==> src/rtl/sd_card_spi_host_engine_top_assert.svh <==
// Assertion macros for the SPI host engine.
`ifndef SD_CARD_SPI_HOST_ENGINE_TOP_ASSERT_SVH
`define SD_CARD_SPI_HOST_ENGINE_TOP_ASSERT_SVH
// Same-cycle implication, ignored during reset.
`define SDH_ASSERT_IMPL(lbl, clk, rst, ante, cons) \
   lbl: assert property (@(posedge clk) disable iff (rst) (ante) |-> (cons)) \
      else $error("sdh assertion failed");
// Next-cycle implication, ignored during reset.
`define SDH_ASSERT_NEXT(lbl, clk, rst, ante, cons) \
   lbl: assert property (@(posedge clk) disable iff (rst) (ante) |=> (cons)) \
      else $error("sdh assertion failed");
// Next-cycle implication, checked at every edge, reset included.
`define SDH_ASSERT_ALWAYS(lbl, clk, ante, cons) \
   lbl: assert property (@(posedge clk) (ante) |=> (cons)) \
      else $error("sdh assertion failed");
`endif

==> src/rtl/sdh_ram.sv <==
`timescale 1ns / 1ps
`default_nettype none
module sdh_ram #(
   parameter int WIDTH = 8,
   parameter int DEPTH = 512
) (
   input  wire logic                     clock,
   input  wire logic                     wr_en,
   input  wire logic [$clog2(DEPTH)-1:0] wr_addr,
   input  wire logic [WIDTH-1:0]         wr_data,
   input  wire logic [$clog2(DEPTH)-1:0] rd_addr,
   output logic      [WIDTH-1:0]         rd_data
);
   logic [WIDTH-1:0] mem_ff [DEPTH];
   logic [WIDTH-1:0] rd_data_ff;

   always_ff @(posedge clock) begin
      if (wr_en) begin
         mem_ff[wr_addr] <= wr_data;
      end
      rd_data_ff <= mem_ff[rd_addr];
   end

   assign rd_data = rd_data_ff;
endmodule
`default_nettype wire

==> config.mk <==
export PLATFORM = sky130hd
export DESIGN_NAME = sdh_ram
export DESIGN_NICKNAME = d
export VERILOG_FILES = /design/src/rtl/sd_card_spi_host_engine_top_assert.svh /design/src/rtl/sdh_ram.sv
export SDC_FILE = /design/constraint.sdc
export NUM_CORES = 2
export LEC_CHECK = 0
export ABC_AREA = 1
export BUFFER_PORTS_ARGS = -buffer_cell sky130_fd_sc_hd__buf_2
export CAP_MARGIN = 20
export CORE_MARGIN = 1.5
export CORE_UTILIZATION = 55
export CTS_CLUSTER_SIZE = 12
export DETAILED_ROUTE_END_ITERATION = 6
export PLACE_DENSITY = 0.71
export SETUP_SLACK_MARGIN = 0.15
export SLEW_MARGIN = 20
export SYNTH_ARGS = -nofsm -noshare
export SYNTH_HDL_FRONTEND = slang
export SYNTH_SLANG_ARGS = --single-unit
==> constraint.sdc <==
create_clock -name clock -period 2.2 [get_ports clock]
set_input_delay 0.11 -clock clock [delete_from_list [all_inputs] [get_ports clock]]
set_output_delay 0.11 -clock clock [all_outputs]
set_load 0.005 [all_outputs]
Word level (Yosys, flattened, before mapping) --
Memories as Yosys holds them, arrays and structs flattened. A register that Yosys moved wholly into a read port is not among the register bits. Cells that the tools add are included.
Cells by class: mux-type cells 2
Operators by type and width (number):
- two-way mux 1 bit | 2
Word-level totals: flip-flop bits (word level) 0, memory bits (writable) 4096, input port bits 28, output and inout port bits 8, word-level logic and storage cells 3, memories kept 1
Memory list:
- mem_ff | depth 512, bits a word 8, rd ports 1, clocked after Yosys merged registers in 1, write ports 1, RTL line sdh_ram.sv:14 | logic [WIDTH-1:0] mem_ff [DEPTH];

Depth between registers and ports, before layout --
word-level depth 2, depth in mapped cells 15, gate-level depth less buffers 11

Least setup slack after synthesis --
Ideal clock, no wire load.
path kind input -> register, start point input port wr_addr[4], end point memory mem_ff[212][0] (enable), setup time 0.370 ns, arrival 1.331 ns, data required time 1.830 ns, slack 0.499 ns, stages on the path 7, path buffers 1, cells stage by stage inv_1 -> nor2_1 -> inv_1 -> nor2_1 -> inv_1 -> clkbuf_1 -> nor2_1
RTL lines:
- from (decl) | RTL line sdh_ram.sv:9 | input wire logic [$clog2(DEPTH)-1:0] wr_addr,
- to (decl) | RTL line sdh_ram.sv:14
No word-level cell before the write port.

==> flow_summary.json <==
{
  "synthToLayoutAreaGrowth_pct": 16.0,
  "slew_viol_final": 0,
  "cpPeakStageDelay_ps": 380,
  "hold_class": "input pin to register",
  "yosysWarnings": 0,
  "post-cts-setup-buffer-count": 0,
  "cts_tree": "yes",
  "routed_wl_um": 472000,
  "power_w": 0.162,
  "synth.area.top_cells": "edfxtp_1 74%, nand3_1 12%, nand2_1 9.4%, buf_2 1.6%, nor2_1 1.2%",
  "clock_skew_ps": 63.2,
  "synth_top_area_share_pct": 73.8,
  "gr-usage-all-layers_pct": 30.4,
  "rows": 201,
  "fmax_mhz": 467,
  "crit_fanout": 1,
  "syn_area_mm2": 0.167,
  "grt_pass1_vias": 109000,
  "critPathSlowestCell": "edfxtp_1",
  "path_class": "register to register",
  "ios": 36,
  "io_buffer_count": 35,
  "crit_arrival_ps": 3020,
  "synth_fp_nets": 13900,
  "coreArea_mm2": 0.301,
  "drt-initial-drc-count": 16300,
  "async_flop_share_pct": 0,
  "finalSetupViolations": 0,
  "clk_latency_ps": 990,
  "post-dp-hpwl_um": 296000,
  "gp_congestion": 0.933,
  "clk_path_buf_depth": 4,
  "crit_buf_inv": 0,
  "vias": 115000,
  "r2r_slack_ps": 60,
  "clk_root_buffer_cell": "clkbuf_16",
  "crit_path_end_kind": "register",
  "pre_cts_slack_ps": -784,
  "drt-pass1-iter-count": 7,
  "antenna_found_initial": 30,
  "hold_viol": 0,
  "p_per_area_mw_per_mm2": 837,
  "drive_above_1_share_pct": 13.2,
  "relSlewSlack_pct": 36.8,
  "worstPathRequired_ps": 3080,
  "die_area_mm2": 0.306,
  "die_x_um": 554,
  "synth_edf_count": 4096,
  "yosysSeqAreaShare_pct": 73.9,
  "synth_flop_cell": "edfxtp_1",
  "rsz0062_at_grt": "true",
  "die_h_um": 554,
  "drc": 3,
  "netlist_top_cells_count": "4160 x nand2_1, 4096 x edfxtp_1, 4080 x nand3_1, 517 x buf_2, 514 x nor2_1",
  "ant_nets": 0,
  "h-tree-depth": 5,
  "cts-buffers-inserted": 411,
  "post_drt_wl_per_cell_um": 24.8,
  "period_share_pct": 97.3,
  "outcome": "complete, but fails checks",
  "drv_cap": 0,
  "fin_crit_ps": 2140,
  "grt_pass1_wl_um": 697000,
  "clk_transition_reported_paths_ps": 60,
  "synth_area_per_cell_um2": 12.0,
  "worst_slack_ps": 60.4,
  "violations": "DRC",
  "start_util_pct": 55.4,
  "tightest_slew_ps": 944,
  "synth_seq_cells": 4104,
  "path_cells": "nand2_1, nand3_1, nand3_1, nand3_1, nand3_1, nand3_1, nand3_1, nand3_2, nand3_1, nand2_1",
  "crit_top_cell": "nand3_1",
  "ir_drop_mv": 0.722,
  "via_per_inst": 6.03,
  "power_leakage_nw": 69.6,
  "critical_path.top_delay_family": "simple AND/OR/NAND/NOR gates",
  "clock-sinks": 4104,
  "synth_area_leader_cell": "edfxtp_1",
  "synthCells": 13900,
  "grt_start_max_net_pins": 127,
  "nNetsFinal": 14800,
  "overflow": 0,
  "ys_types": 16,
  "synth.most_common_cell": "nand2_1",
  "startpoint_type": "register"
}
-- per-layer routing --
layer | vias to the layer above | GRT usage [%] | share of wire (%)
met1 | 55700 | 40.6 | 37
met5 | - | 0 | 0.0093
li1 | 51300 | - | -
met2 | 6776 | 48.1 | 47
met4 | 4 | 15.8 | 5.6
met3 | 1170 | 5.34 | 10
-- sequential cells by signal (all words and copies together), names as in the netlist --
| register | count |
|---|---|
| rd_data | 8 |
| mem_ff | 4096 |
-- kinds of logic after synthesis --
family        share of synthesized area [%]
simple gates                           22.8
flops                                  73.9
buf+inv                                3.33
-- metrics by stage --
stage | area (um2) | TNS (ps) | cells | util (%) | hold slack [ps]
after floorplan | 167000 | 0 | 13900 | - | 209
after global placement | 181000 | -6740 | 18300 | 60.2 | 486
after detailed placement | 181000 | -7320 | 18300 | 60.2 | 484
after CTS | 193000 | 0 | 19000 | 64.3 | 0.565
after global routing | 193000 | 0 | 19100 | 64.3 | 41.9
final | 193000 | 0 | 19100 | 64.3 | 52.7
-- cells in the final DEF, fill, tap and decap left out, types with 4 or more instances in the layout --
master         Yosys  routed
buf_12             1     276
buf_2            517      21
buf_4            123    1168
buf_8              4      11
bufinv_16          0       9
clkbuf_1         184     122
clkbuf_16          0     411
clkinv_1           0      66
clkinv_16          0      16
clkinv_2           0      29
clkinv_8           0       4
dfxtp_1            8       6
diode_2            0      38
dlygate4sd3_1      0      18
edfxtp_1        4096    4096
inv_1             34      32
inv_16             0       6
inv_6              0       6
nand2_1         4160    4144
nand2_4            0      15
nand3_1         4080    4067
nand3_2            0      11
nor2_1           514     512
nor3_1            11      11
-- worst reg2reg max path, delay by kind of cell, from the launching register on --
family           cells  cell delay (ps)
DFF                  1              380
and+or+nand+nor     10             1660
-- repair_timing --
item,in CTS,in global routing
hold buffers,18,0
hold endpoints to repair,3778,0
setup endpoints to repair,8,64
gates resized for setup,9,9
-- where the power goes --
group / switching, W / internal (W) / total [W]
clock network: 0.0291 / 0.0354 / 0.0645
registers: 0.000133 / 0.0861 / 0.0862
logic: 0.00784 / 0.00336 / 0.0112
total: 0.0370 / 0.125 / 0.162
-- worst paths after layout --
check | startpoint | endpoint | cells past startpoint
hold reg to reg | mem_ff[329][2]$_DFFE_PP_ | rd_data[2]$_DFF_P_ | 10
hold / removal | wr_addr[4] | mem_ff[256][5]$_DFFE_PP_ | 6
setup reg to reg | mem_ff[104][2]$_DFFE_PP_ | rd_data[2]$_DFF_P_ | 10
setup / recovery | mem_ff[104][2]$_DFFE_PP_ | rd_data[2]$_DFF_P_ | 10
-- cell type report --
type	count	area, um2
Clock buffer	535	10800
Antenna cell	38	95.1
Sequential cell	4104	123000
Multi-Input combinational cell	8765	38200
Tap cell	3958	4950
Inverter	39	203
Fill cell	21600	107000
Timing Repair Buffer	1495	14800
Clock inverter	132	1330
No activity file was read; power rests on OpenSTA's default activity.
