==> src/rtl/sd_card_spi_host_engine_top_assert.svh <==
// Assertion macros for the SPI host engine.
`ifndef SD_CARD_SPI_HOST_ENGINE_TOP_ASSERT_SVH
`define SD_CARD_SPI_HOST_ENGINE_TOP_ASSERT_SVH
// Same-cycle implication, ignored during reset.
`define SDH_ASSERT_IMPL(lbl, clk, rst, ante, cons) \
   lbl: assert property (@(posedge clk) disable iff (rst) (ante) |-> (cons)) \
      else $error("sdh assertion failed");
// Next-cycle implication, ignored during reset.
`define SDH_ASSERT_NEXT(lbl, clk, rst, ante, cons) \
   lbl: assert property (@(posedge clk) disable iff (rst) (ante) |=> (cons)) \
      else $error("sdh assertion failed");
// Next-cycle implication, checked at every edge, reset included.
`define SDH_ASSERT_ALWAYS(lbl, clk, ante, cons) \
   lbl: assert property (@(posedge clk) (ante) |=> (cons)) \
      else $error("sdh assertion failed");
`endif

==> src/rtl/sdh_pkg.sv <==
`timescale 1ns / 1ps
`default_nettype none
package sdh_pkg;
   localparam int SECTOR_BYTES_DEFAULT = 512;
   localparam logic [15:0] ATTEMPT_LIMIT_RESET = 16'd10000;
   localparam logic [3:0]  BLOCK_LOG2_RESET    = 4'd9;

   localparam logic [2:0] ACT_INIT  = 3'd0;
   localparam logic [2:0] ACT_READ  = 3'd1;
   localparam logic [2:0] ACT_WRITE = 3'd2;
   localparam logic [2:0] ACT_LOAD  = 3'd3;
   localparam logic [2:0] ACT_CARD  = 3'd4;

   localparam logic [2:0] ST_OK        = 3'd0;
   localparam logic [2:0] ST_NO_IDLE   = 3'd1;
   localparam logic [2:0] ST_REJECTED  = 3'd2;
   localparam logic [2:0] ST_INIT_TOUT = 3'd3;
   localparam logic [2:0] ST_SIZE_BAD  = 3'd4;
   localparam logic [2:0] ST_TOKEN_ERR = 3'd5;
   localparam logic [2:0] ST_NOT_READY = 3'd6;

   localparam logic [0:0] CSR_ATTEMPT_LIMIT = 1'd0;
   localparam logic [0:0] CSR_BLOCK_LOG2    = 1'd1;

   localparam logic [7:0] BYTE_IDLE  = 8'hFF;
   localparam logic [7:0] TOKEN_DATA = 8'hFE;

   typedef enum logic [17:0] {
      PH_IDLE      = 18'h00001,
      PH_WAKE      = 18'h00002,
      PH_CMD0      = 18'h00004,
      PH_CMD8      = 18'h00008,
      PH_CMD8_TAIL = 18'h00010,
      PH_CMD55     = 18'h00020,
      PH_ACMD41    = 18'h00040,
      PH_CMD9      = 18'h00080,
      PH_CSD_TOKEN = 18'h00100,
      PH_CSD_DATA  = 18'h00200,
      PH_CMD17     = 18'h00400,
      PH_RD_TOKEN  = 18'h00800,
      PH_RD_DATA   = 18'h01000,
      PH_RD_CRC    = 18'h02000,
      PH_CMD24     = 18'h04000,
      PH_WR_DATA   = 18'h08000,
      PH_WR_RESP   = 18'h10000,
      PH_WR_BUSY   = 18'h20000
   } phase_type;

   typedef struct packed {
      logic [7:0] mosi_byte;
      logic       mosi_valid;
      logic       select_low;
      logic [7:0] read_byte;
      logic       read_valid;
      logic       done_res;
      logic [2:0] status;
      logic [7:0] card_response;
   } result_type;

   function automatic logic [7:0] frame_byte(phase_type p, logic [2:0] k,
                                             logic [31:0] sec);
      logic [5:0]  code;
      logic [31:0] arg;
      logic [7:0]  crc;
      code = 6'd24;
      arg  = sec;
      crc  = BYTE_IDLE;
      unique case (p)
         PH_CMD0: begin
            code = 6'd0; arg = 32'd0; crc = 8'h95;
         end
         PH_CMD8: begin
            code = 6'd8; arg = 32'h0000_01AA; crc = 8'h87;
         end
         PH_CMD55: begin
            code = 6'd55; arg = 32'd0;
         end
         PH_ACMD41: begin
            code = 6'd41; arg = 32'h4000_0000;
         end
         PH_CMD9: begin
            code = 6'd9; arg = 32'd0;
         end
         PH_CMD17: begin
            code = 6'd17;
         end
         default: begin
            code = 6'd24;
         end
      endcase
      case (k)
         3'd0:    frame_byte = {2'b01, code};
         3'd1:    frame_byte = arg[31:24];
         3'd2:    frame_byte = arg[23:16];
         3'd3:    frame_byte = arg[15:8];
         3'd4:    frame_byte = arg[7:0];
         default: frame_byte = crc;
      endcase
   endfunction
endpackage
`default_nettype wire

==> src/rtl/sdh_seq.sv <==
`timescale 1ns / 1ps
`default_nettype none
module sdh_seq #(
   parameter int SECTOR_BYTES = sdh_pkg::SECTOR_BYTES_DEFAULT
) (
   input  wire logic                            clock,
   input  wire logic                            reset,
   input  wire logic                            accept,
   input  wire logic [2:0]                      action,
   input  wire logic [7:0]                      drive_index,
   input  wire logic [31:0]                     sector_address,
   input  wire logic [7:0]                      sector_count,
   input  wire logic [7:0]                      data_byte,
   input  wire logic [15:0]                     attempt_limit,
   input  wire logic [3:0]                      block_size_log2,
   input  wire logic [7:0]                      buf_rd_data,
   output logic                                 buf_wr_en,
   output logic      [$clog2(SECTOR_BYTES)-1:0] buf_wr_addr,
   output logic      [7:0]                      buf_wr_data,
   output logic      [$clog2(SECTOR_BYTES)-1:0] buf_rd_addr,
   output logic                                 res_valid,
   output sdh_pkg::result_type                  res
);
   localparam int CW = $clog2(SECTOR_BYTES + 1);
   localparam int AW = $clog2(SECTOR_BYTES);
   localparam logic [CW-1:0] LAST = CW'(SECTOR_BYTES - 1);
   localparam logic [CW-1:0] FULL = CW'(SECTOR_BYTES);

   sdh_pkg::phase_type ph_ff, ph_in;
   logic [CW-1:0] cnt_ff, cnt_in;
   logic [15:0]   att_ff, att_in;
   logic [31:0]   sec_ff, sec_in;
   logic [7:0]    left_ff, left_in;
   logic          ready_ff, ready_in;
   logic          sel_ff, sel_in;
   logic          bad_ff, bad_in;
   logic [7:0]    resp_ff, resp_in;

   logic          emit_v, fin_v, rv;
   logic [7:0]    emit_b, rd_b;
   logic [2:0]    fin_s;
   logic [15:0]   att_dec, reload_val;
   logic          spend_ok;
   logic [7:0]    d;

   assign d          = data_byte;
   assign att_dec    = (att_ff != 16'd0) ? att_ff - 16'd1 : 16'd0;
   assign spend_ok   = att_dec != 16'd0;
   assign reload_val = (attempt_limit == 16'd0) ? 16'd1 : attempt_limit;

   always_comb begin
      ph_in = ph_ff; cnt_in = cnt_ff; att_in = att_ff; sec_in = sec_ff;
      left_in = left_ff; ready_in = ready_ff; sel_in = sel_ff; bad_in = bad_ff;
      resp_in = resp_ff;
      emit_v = 1'b0; emit_b = 8'd0; fin_v = 1'b0; fin_s = sdh_pkg::ST_OK;
      rv = 1'b0; rd_b = 8'd0;
      buf_wr_en = 1'b0;
      if (accept && action == sdh_pkg::ACT_CARD && ph_ff != sdh_pkg::PH_IDLE) begin
         unique case (ph_ff)
            sdh_pkg::PH_WAKE: begin
               if (cnt_ff < CW'(9)) begin
                  cnt_in = cnt_ff + CW'(1); emit_v = 1'b1; emit_b = sdh_pkg::BYTE_IDLE;
               end else begin
                  att_in = reload_val; ph_in = sdh_pkg::PH_CMD0; cnt_in = '0;
                  sel_in = 1'b1; emit_v = 1'b1;
                  emit_b = sdh_pkg::frame_byte(sdh_pkg::PH_CMD0, 3'd0, sec_ff);
               end
            end
            sdh_pkg::PH_CMD0, sdh_pkg::PH_CMD8, sdh_pkg::PH_CMD55, sdh_pkg::PH_ACMD41,
            sdh_pkg::PH_CMD9, sdh_pkg::PH_CMD17, sdh_pkg::PH_CMD24: begin
               if (cnt_ff < CW'(5)) begin
                  cnt_in = cnt_ff + CW'(1); emit_v = 1'b1;
                  emit_b = sdh_pkg::frame_byte(ph_ff, cnt_in[2:0], sec_ff);
               end else if (cnt_ff == CW'(5)) begin
                  cnt_in = CW'(6); emit_v = 1'b1; emit_b = sdh_pkg::BYTE_IDLE;
               end else if (d[7] && cnt_ff < CW'(14)) begin
                  cnt_in = cnt_ff + CW'(1); emit_v = 1'b1; emit_b = sdh_pkg::BYTE_IDLE;
               end else begin
                  resp_in = d;
                  unique case (ph_ff)
                     sdh_pkg::PH_CMD0: begin
                        if (d == 8'h01) begin
                           ph_in = sdh_pkg::PH_CMD8;
                        end else begin
                           att_in = att_dec;
                           if (spend_ok) begin
                              ph_in = sdh_pkg::PH_CMD0;
                           end else begin
                              fin_v = 1'b1; fin_s = sdh_pkg::ST_NO_IDLE;
                           end
                        end
                     end
                     sdh_pkg::PH_CMD8: begin
                        if (d != 8'h01) begin
                           fin_v = 1'b1; fin_s = sdh_pkg::ST_REJECTED;
                        end else begin
                           ph_in = sdh_pkg::PH_CMD8_TAIL; cnt_in = '0;
                           emit_v = 1'b1; emit_b = sdh_pkg::BYTE_IDLE;
                        end
                     end
                     sdh_pkg::PH_CMD55: begin
                        if (d[7:1] != 7'd0) begin
                           fin_v = 1'b1; fin_s = sdh_pkg::ST_REJECTED;
                        end else begin
                           ph_in = sdh_pkg::PH_ACMD41;
                        end
                     end
                     sdh_pkg::PH_ACMD41: begin
                        if (d[7:1] != 7'd0) begin
                           fin_v = 1'b1; fin_s = sdh_pkg::ST_REJECTED;
                        end else begin
                           att_in = att_dec;
                           if (spend_ok && d[0]) begin
                              ph_in = sdh_pkg::PH_CMD55;
                           end else if (d[0]) begin
                              fin_v = 1'b1; fin_s = sdh_pkg::ST_INIT_TOUT;
                           end else begin
                              ph_in = sdh_pkg::PH_CMD9;
                           end
                        end
                     end
                     sdh_pkg::PH_CMD9: begin
                        if (d != 8'd0) begin
                           fin_v = 1'b1; fin_s = sdh_pkg::ST_REJECTED;
                        end else begin
                           bad_in = 1'b0; ph_in = sdh_pkg::PH_CSD_TOKEN; cnt_in = '0;
                           att_in = reload_val; emit_v = 1'b1; emit_b = sdh_pkg::BYTE_IDLE;
                        end
                     end
                     sdh_pkg::PH_CMD17: begin
                        if (d != 8'd0) begin
                           fin_v = 1'b1; fin_s = sdh_pkg::ST_REJECTED;
                        end else begin
                           ph_in = sdh_pkg::PH_RD_TOKEN; cnt_in = '0;
                           att_in = reload_val; emit_v = 1'b1; emit_b = sdh_pkg::BYTE_IDLE;
                        end
                     end
                     default: begin
                        if (d != 8'd0) begin
                           fin_v = 1'b1; fin_s = sdh_pkg::ST_REJECTED;
                        end else begin
                           ph_in = sdh_pkg::PH_WR_DATA; cnt_in = '0;
                           emit_v = 1'b1; emit_b = sdh_pkg::TOKEN_DATA;
                        end
                     end
                  endcase
                  if (!fin_v && !emit_v) begin
                     cnt_in = '0; sel_in = 1'b1; emit_v = 1'b1;
                     emit_b = sdh_pkg::frame_byte(ph_in, 3'd0, sec_ff);
                  end
               end
            end
            sdh_pkg::PH_CMD8_TAIL: begin
               if (cnt_ff < CW'(3)) begin
                  cnt_in = cnt_ff + CW'(1); emit_v = 1'b1; emit_b = sdh_pkg::BYTE_IDLE;
               end else begin
                  att_in = reload_val; ph_in = sdh_pkg::PH_CMD55; cnt_in = '0;
                  sel_in = 1'b1; emit_v = 1'b1;
                  emit_b = sdh_pkg::frame_byte(sdh_pkg::PH_CMD55, 3'd0, sec_ff);
               end
            end
            sdh_pkg::PH_CSD_TOKEN, sdh_pkg::PH_RD_TOKEN: begin
               resp_in = d; att_in = att_dec;
               if (spend_ok && d == sdh_pkg::BYTE_IDLE) begin
                  emit_v = 1'b1; emit_b = sdh_pkg::BYTE_IDLE;
               end else if (d != sdh_pkg::TOKEN_DATA) begin
                  fin_v = 1'b1; fin_s = sdh_pkg::ST_TOKEN_ERR;
               end else begin
                  ph_in = (ph_ff == sdh_pkg::PH_CSD_TOKEN) ? sdh_pkg::PH_CSD_DATA
                                                           : sdh_pkg::PH_RD_DATA;
                  cnt_in = '0; emit_v = 1'b1; emit_b = sdh_pkg::BYTE_IDLE;
               end
            end
            sdh_pkg::PH_CSD_DATA: begin
               if (cnt_ff == CW'(5) && d[3:0] != block_size_log2) begin
                  bad_in = 1'b1;
               end
               if (cnt_ff < CW'(15)) begin
                  cnt_in = cnt_ff + CW'(1); emit_v = 1'b1; emit_b = sdh_pkg::BYTE_IDLE;
               end else if (bad_ff) begin
                  fin_v = 1'b1; fin_s = sdh_pkg::ST_SIZE_BAD;
               end else begin
                  ready_in = 1'b1; fin_v = 1'b1; fin_s = sdh_pkg::ST_OK;
               end
            end
            sdh_pkg::PH_RD_DATA: begin
               rv = 1'b1; rd_b = d; emit_v = 1'b1; emit_b = sdh_pkg::BYTE_IDLE;
               if (cnt_ff == LAST) begin
                  ph_in = sdh_pkg::PH_RD_CRC; cnt_in = '0;
               end else begin
                  cnt_in = cnt_ff + CW'(1);
               end
            end
            sdh_pkg::PH_RD_CRC: begin
               if (cnt_ff == '0) begin
                  cnt_in = CW'(1); emit_v = 1'b1; emit_b = sdh_pkg::BYTE_IDLE;
               end else begin
                  left_in = left_ff - 8'd1; sec_in = sec_ff + 32'd1;
                  if (left_in == 8'd0) begin
                     fin_v = 1'b1; fin_s = sdh_pkg::ST_OK;
                  end else begin
                     ph_in = sdh_pkg::PH_CMD17; cnt_in = '0; sel_in = 1'b1;
                     emit_v = 1'b1;
                     emit_b = sdh_pkg::frame_byte(sdh_pkg::PH_CMD17, 3'd0, sec_in);
                  end
               end
            end
            sdh_pkg::PH_WR_DATA: begin
               if (cnt_ff < FULL) begin
                  cnt_in = cnt_ff + CW'(1); emit_v = 1'b1; emit_b = buf_rd_data;
               end else begin
                  ph_in = sdh_pkg::PH_WR_RESP; cnt_in = '0; att_in = reload_val;
                  emit_v = 1'b1; emit_b = sdh_pkg::BYTE_IDLE;
               end
            end
            sdh_pkg::PH_WR_RESP: begin
               resp_in = d; att_in = att_dec;
               if (spend_ok && d == sdh_pkg::BYTE_IDLE) begin
                  emit_v = 1'b1; emit_b = sdh_pkg::BYTE_IDLE;
               end else if (d[3:0] == 4'h5) begin
                  ph_in = sdh_pkg::PH_WR_BUSY; cnt_in = '0; att_in = reload_val;
                  emit_v = 1'b1; emit_b = sdh_pkg::BYTE_IDLE;
               end else begin
                  fin_v = 1'b1; fin_s = sdh_pkg::ST_TOKEN_ERR;
               end
            end
            sdh_pkg::PH_WR_BUSY: begin
               resp_in = d; att_in = att_dec;
               if (spend_ok && d == 8'd0) begin
                  emit_v = 1'b1; emit_b = sdh_pkg::BYTE_IDLE;
               end else begin
                  fin_v = 1'b1;
                  fin_s = (d == sdh_pkg::BYTE_IDLE) ? sdh_pkg::ST_OK : sdh_pkg::ST_TOKEN_ERR;
               end
            end
            default: begin
            end
         endcase
      end else if (accept && ph_ff == sdh_pkg::PH_IDLE && action <= sdh_pkg::ACT_LOAD) begin
         if (action == sdh_pkg::ACT_LOAD) begin
            buf_wr_en = 1'b1;
            cnt_in = (cnt_ff >= LAST) ? '0 : cnt_ff + CW'(1);
         end else if (drive_index != 8'd0) begin
            fin_v = 1'b1; fin_s = sdh_pkg::ST_NOT_READY;
         end else if (action == sdh_pkg::ACT_INIT) begin
            ready_in = 1'b0; ph_in = sdh_pkg::PH_WAKE; cnt_in = '0; sel_in = 1'b0;
            emit_v = 1'b1; emit_b = sdh_pkg::BYTE_IDLE;
         end else if (!ready_ff) begin
            fin_v = 1'b1; fin_s = sdh_pkg::ST_NOT_READY;
         end else begin
            sec_in = sector_address;
            if (action == sdh_pkg::ACT_READ) begin
               left_in = sector_count;
            end
            if (action == sdh_pkg::ACT_READ && sector_count == 8'd0) begin
               fin_v = 1'b1; fin_s = sdh_pkg::ST_OK;
            end else begin
               ph_in = (action == sdh_pkg::ACT_READ) ? sdh_pkg::PH_CMD17
                                                     : sdh_pkg::PH_CMD24;
               cnt_in = '0; sel_in = 1'b1; emit_v = 1'b1;
               emit_b = sdh_pkg::frame_byte(ph_in, 3'd0, sector_address);
            end
         end
      end
      if (fin_v) begin
         ph_in = sdh_pkg::PH_IDLE; cnt_in = '0; sel_in = 1'b0;
      end
   end

   assign res_valid         = emit_v | fin_v;
   assign res.mosi_byte     = emit_v ? emit_b : 8'd0;
   assign res.mosi_valid    = emit_v;
   assign res.select_low    = emit_v & sel_in;
   assign res.read_byte     = rd_b;
   assign res.read_valid    = rv;
   assign res.done_res      = fin_v;
   assign res.status        = fin_v ? fin_s : sdh_pkg::ST_OK;
   assign res.card_response = resp_in;

   assign buf_wr_addr = cnt_ff[AW-1:0];
   assign buf_wr_data = data_byte;
   assign buf_rd_addr = (cnt_in < FULL) ? cnt_in[AW-1:0] : '0;

   always_ff @(posedge clock) begin
      if (reset) begin
         ph_ff <= sdh_pkg::PH_IDLE;
         cnt_ff <= '0;
         att_ff <= '0;
         sec_ff <= '0;
         left_ff <= '0;
         ready_ff <= 1'b0;
         sel_ff <= 1'b0;
         bad_ff <= 1'b0;
         resp_ff <= '0;
      end else begin
         ph_ff <= ph_in;
         cnt_ff <= cnt_in;
         att_ff <= att_in;
         sec_ff <= sec_in;
         left_ff <= left_in;
         ready_ff <= ready_in;
         sel_ff <= sel_in;
         bad_ff <= bad_in;
         resp_ff <= resp_in;
      end
   end
endmodule
`default_nettype wire

==> config.mk <==
export PLATFORM = sky130hd
export DESIGN_NAME = sdh_seq
export DESIGN_NICKNAME = d
export VERILOG_FILES = /design/src/rtl/sd_card_spi_host_engine_top_assert.svh /design/src/rtl/sdh_pkg.sv /design/src/rtl/sdh_seq.sv
export SDC_FILE = /design/constraint.sdc
export NUM_CORES = 1
export LEC_CHECK = 0
export BUFFER_PORTS_ARGS = -buffer_cell sky130_fd_sc_hd__buf_2
export CORE_ASPECT_RATIO = 0.8
export CORE_MARGIN = 2
export CORE_UTILIZATION = 30
export DETAILED_ROUTE_END_ITERATION = 8
export GPL_ROUTABILITY_DRIVEN = 0
export PLACE_DENSITY = 0.49
export SETUP_SLACK_MARGIN = 0.5
export SYNTH_ARGS = -nofsm -noshare
export SYNTH_HDL_FRONTEND = slang
export SYNTH_SLANG_ARGS = --single-unit
==> constraint.sdc <==
create_clock -name clock -period 4.5 [get_ports clock]
set_input_delay 0.45 -clock clock [delete_from_list [all_inputs] [get_ports clock]]
set_output_delay 0.45 -clock clock [all_outputs]
set_load 0.01 [all_outputs]
======== Yosys cells after proc, flatten, opt, wreduce, memory -nomap -nowiden ========
Cells that the tools add are included.
W data, S select, Z words.
operators by class
  $add $sub $neg .......................... 4
  $lt $le $gt $ge ......................... 9
  eq/ne operators ......................... 82
  muxes and demuxes ....................... 267
  bitwise logic cells ..................... 2
  reductions and logical operators ........ 47
operators with widths
  kind                     count
  $mux W18                 35
  $mux W8                  38
  $mux W10                 26
  $mux W32                 8
  $mux W16                 13
  $pmux W18 S8             1
  $pmux W18 S6             1
  $pmux W6 S6              3
  $pmux W16 S6             1
  $pmux W32 S3             1
  $mux W1                  94
  $pmux W10 S9             1
  $pmux W8 S10             1
  $mux W3                  18
  $ne A3 B3 Y1 const B     17
  $pmux W16 S3             1
  $pmux W8 S5              1
  $eq A18 B11 Y1 const B   2
  $eq A18 B3 Y1 const B    2
  $eq A18 B4 Y1 const B    2
  $eq A18 B6 Y1 const B    2
  $eq A18 B7 Y1 const B    2
  $eq A18 B8 Y1 const B    2
  $add A32 B1 Y32 const B  1
  other kinds (80)         138
word-level totals
  flip-flop bits (word level) ............. 95
  bits of input ports ..................... 90
  output and inout port bits .............. 59
  word-level logic and storage cells ...... 420

======== Depth between registers and ports, before layout ========
  depth after elaboration ................. 23
  mapped depth ............................ 14

======== Worst setup path before layout ========
No wires, ideal clock.
  path kind ............................... reg2out
  from .................................... register att_ff[0]
  to ...................................... output port res[22] (netlist bit)
  arrival ................................. 2,888 ps
  slack ................................... 1,162 ps
  stages on the path, launching flop included .. 13
  path through ............................ dfxtp_1 > inv_1 > ha_1 > nor3b_2 > nand4_1 > mux2i_1 > nand4_1 > o22ai_1 > o221ai_1 > o31ai_1 > o21a_1 > inv_1 > buf_4
between the ends
  longest elaborated chain between the ends .. 20
RTL lines
  element                                                        RTL line        RTL
  start: declaration                                             sdh_seq.sv:31   logic [15:0] att_ff, att_in;
  start signal: assignment                                       sdh_seq.sv:298  att_ff <= att_in;
  $sub A16 B1 Y16 / $reduce_bool A16 Y1 (equally long branches)  sdh_seq.sv:47   assign att_dec = (att_ff != 16'd0) ? att_ff - 16'd1 : 16'd0;
  $mux W16 *                                                     sdh_seq.sv:47
  $reduce_bool A16 Y1 *                                          sdh_seq.sv:48   assign spend_ok = att_dec != 16'd0;
  $logic_and A1 B1 Y1                                            sdh_seq.sv:113  if (spend_ok && d[0]) begin
  $mux W1                                                        sdh_seq.sv:113
  $mux W1                                                        sdh_seq.sv:109  if (d[7:1] != 7'd0) begin
  $pmux W1 S4                                                    sdh_seq.sv:80   unique case (ph_ff)
  $mux W1                                                        sdh_seq.sv:76   end else if (d[7] && cnt_ff < CW'(14)) begin
  [4 not listed]                                                 --
  $logic_not A1 Y1                                               sdh_seq.sv:147  if (!fin_v && !emit_v) begin
  $logic_and A1 B1 Y1                                            sdh_seq.sv:147
  $mux W1                                                        sdh_seq.sv:147
  $mux W1                                                        sdh_seq.sv:76
  $mux W1                                                        sdh_seq.sv:74   end else if (cnt_ff == CW'(5)) begin
  $mux W1                                                        sdh_seq.sv:71   if (cnt_ff < CW'(5)) begin
  $pmux W1 S7 *                                                  sdh_seq.sv:59   unique case (ph_ff)
  $mux W1 *                                                      sdh_seq.sv:58   if (accept && action == sdh_pkg::ACT_CARD && ph_ff != sdh_pkg::PH_IDLE) begin
  end: declaration                                               sdh_seq.sv:22   output sdh_pkg::result_type res
Every way passes the cells marked *; elsewhere a longest branch is shown, timed or not. The select of a mux whose other input is x is not followed.

==> impl_metrics.env <==
export IMPL_post_dp_hpwl_microns=29100
export IMPL_yosysMostFrequentCell="nor2_1"
export IMPL_finalHoldViolCount=0
export IMPL_wl_microns=38200
export IMPL_n_antenna_cell=0
export IMPL_area_growth_pct=23.2
export IMPL_drt_pass1_iter_count=6
export IMPL_cts_root_buf="clkbuf_16"
export IMPL_synth_area_sq_um=9030
export IMPL_cts_htree_levels=3
export IMPL_setup_viol=0
export IMPL_yosysWarnings=0
export IMPL_start_util_pct=30.7
export IMPL_synth_nets=1414
export IMPL_synth_cell_type_count=85
export IMPL_finalPower_uw=1790
export IMPL_timing_final_ws_setup_ns=0.564
export IMPL_tightest_slew_ns=1.23
export IMPL_avgSynthCellArea_sq_um=6.88
export IMPL_max_freq_mhz=254
export IMPL_gr_usage_all_layers_pct=23.5
export IMPL_cp_required_ns=4.05
export IMPL_ir_worst_vdd_mv=0.176
export IMPL_critical_path_class="reg -> out"
export IMPL_ctsHoldBuffers=0
export IMPL_cap_violations=0
export IMPL_grt_start_max_net_pins=65
export IMPL_yosysTopAreaCellShare_pct=21.1
export IMPL_pre_cts_ws_ns=0.263
export IMPL_pwr_density_cell_nw_per_um2=161
export IMPL_crit_fanout=7
export IMPL_port_buffers=148
export IMPL_start_kind="flip-flop"
export IMPL_async_flop_share_pct=0
export IMPL_grt_pass1_vias=10000
export IMPL_rsz0062_at_grt="true"
export IMPL_max_slew_margin_pct=17.1
export IMPL_fp_coreArea_sq_um=29400
export IMPL_ant_nets=0
export IMPL_fin_crit_ns=3.94
export IMPL_status="complete, no violations"
export IMPL_fp_dieH_microns=159
export IMPL_leakagePower_uw=0.00423
export IMPL_synth_edf_count=0
export IMPL_drc=0
export IMPL_yosysTopAreaCell="dfxtp_1"
export IMPL_cts_tree="yes"
export IMPL_ios=149
export IMPL_antenna_found_initial=1
export IMPL_fin_crit_sh_pct=87.5
export IMPL_arrival_ns=3.49
export IMPL_clkLatencyLatePin_ns=0.37
export IMPL_ys_top_cells_by_area="dfxtp_1 (21%), nor2_1 (6.2%), a21oi_1 (5.8%)"
export IMPL_worstSetupEndpointType="primary output"
export IMPL_wl_per_cell_microns=20.9
export IMPL_fill_cells=3206
export IMPL_placementRows=56
export IMPL_cts_sinks=95
export IMPL_via_per_inst=5.97
export IMPL_cts_max_path_buffers=2
export IMPL_clock_skew_final_ns=0.00999
export IMPL_cts_buffers=9
export IMPL_final_max_slew_violation_count=0
export IMPL_hp_class="in -> reg"
export IMPL_dieArea_sq_um=31500
export IMPL_clkSlewWorstSetupHoldPaths_ns=0.08
export IMPL_die_x_microns=198
export IMPL_overflow=0
export IMPL_yosys_most_used_dff="dfxtp_1"
export IMPL_nets=1552
export IMPL_vias=10900
export IMPL_seq_area_frac_synth_pct=21.1
export IMPL_tns_ns=0
export IMPL_synth_common_cells="nor2_1 (149), nand2_1 (134), a21oi_1 (105)"
export IMPL_grt_pass1_wl_microns=58200
export IMPL_drive_above_1_share_pct=25.7
export IMPL_synthCells=1312
export IMPL_synth_seq_cells=95
export IMPL_first_iter_violations=1088
[layer usage]
metal | GRT usage, % | up-vias | part of all wire (%)
met1 | 34.2 | 5166 | 46
met5 | 0 | - | 0
met4 | 7.25 | 0 | 2.9
met2 | 33.5 | 520 | 41
li1 | - | 5169 | -
met3 | 5.95 | 80 | 9.8
[metrics by stage]
stage	std cells	utilization, %	instance area [sq um]	hold WS (ns)
floorplan	1312	-	9030	0.454
global placement	1788	34.6	10200	0.469
detailed placement	1788	34.6	10200	0.476
CTS	1814	36.4	10700	0.343
global route	1831	37.8	11100	0.374
finish	1831	37.8	11100	0.355
[sequential cells by signal, summed over array words and instances, names as in the netlist]
signal / count
bad_ff: 1
cnt_ff: 10
left_ff: 8
sel_ff: 1
att_ff: 16
resp_ff: 8
ready_ff: 1
sec_ff: 32
ph_ff: 18
[final timing paths]
| check | from | end | slack, ns | cells past startpoint |
|---|---|---|---|---|
| setup / recovery | ph_ff[1]$_SDFFE_PP0P_ | res[4] | 0.56 | 7 |
| setup reg to reg | ph_ff[4]$_SDFFE_PP0P_ | sec_ff[14]$_SDFFE_PP0P_ | 0.73 | 11 |
| hold reg to reg | resp_ff[7]$_SDFF_PP0_ | resp_ff[7]$_SDFF_PP0_ | 0.48 | 2 |
| hold / removal | sector_count[0] | left_ff[0]$_SDFFE_PP0P_ | 0.36 | 3 |
[area by class of cell]
| class | count | area (sq um) | share of cell area [%] |
|---|---|---|---|
| multi-input cells | 1083 | 6910 | 62.2 |
| flip-flops and latches | 95 | 1920 | 17.3 |
| repair buffers | 235 | 1430 | 12.8 |
| well taps | 377 | 472 | 4.24 |
| clock buffers | 9 | 225 | 2.03 |
| inverters | 26 | 97.6 | 0.878 |
| clock inverters | 6 | 61.3 | 0.551 |
[worst max-delay path, stage by stage (launching register included)]
cell     delay, ns
dfxtp_1       0.41
or4_4         0.63
or3_1         0.43
o32ai_2       0.39
nor3_1        0.22
o31ai_4       0.49
mux2_2        0.41
buf_2         0.14
[where the power goes]
group / switching, uW / leakage (uW) / internal (uW)
clock network: 373 / 0.000141 / 428
registers: 1.05 / 0.000774 / 840
logic: 92.0 / 0.00331 / 59.3
total: 466 / 0.00423 / 1330
[cell usage in the layout (no fill, tap or decap), types with 37 or more instances in the layout]
| cell | synthesis | routed |
|---|---|---|
| o21ai_0 | 90 | 87 |
| buf_2 | 25 | 148 |
| nor2_1 | 149 | 143 |
| nand2_1 | 134 | 132 |
| nand3_1 | 51 | 49 |
| dfxtp_1 | 95 | 78 |
| a211oi_1 | 38 | 37 |
| nor3_1 | 82 | 79 |
| a21oi_1 | 105 | 103 |
| buf_4 | 27 | 82 |
[cells by family after synthesis]
kind of cell    count (synthesis)  share of synthesized area, %
compound gates                406                          29.8
xor+xnor                       18                          1.75
fa+ha+maj                      12                          1.66
buf+inv                       134                          7.22
flops                          95                          21.1
mux                            15                          1.76
simple gates                  632                          36.7
[timing repair]
action,in CTS,in global routing
pin swaps,8,20
resized for setup,40,64
hold endpoints to repair,0,0
setup buffers,11,17
endpoints found under the setup margin,31,29
No activity file was read; power rests on OpenSTA's default activity.
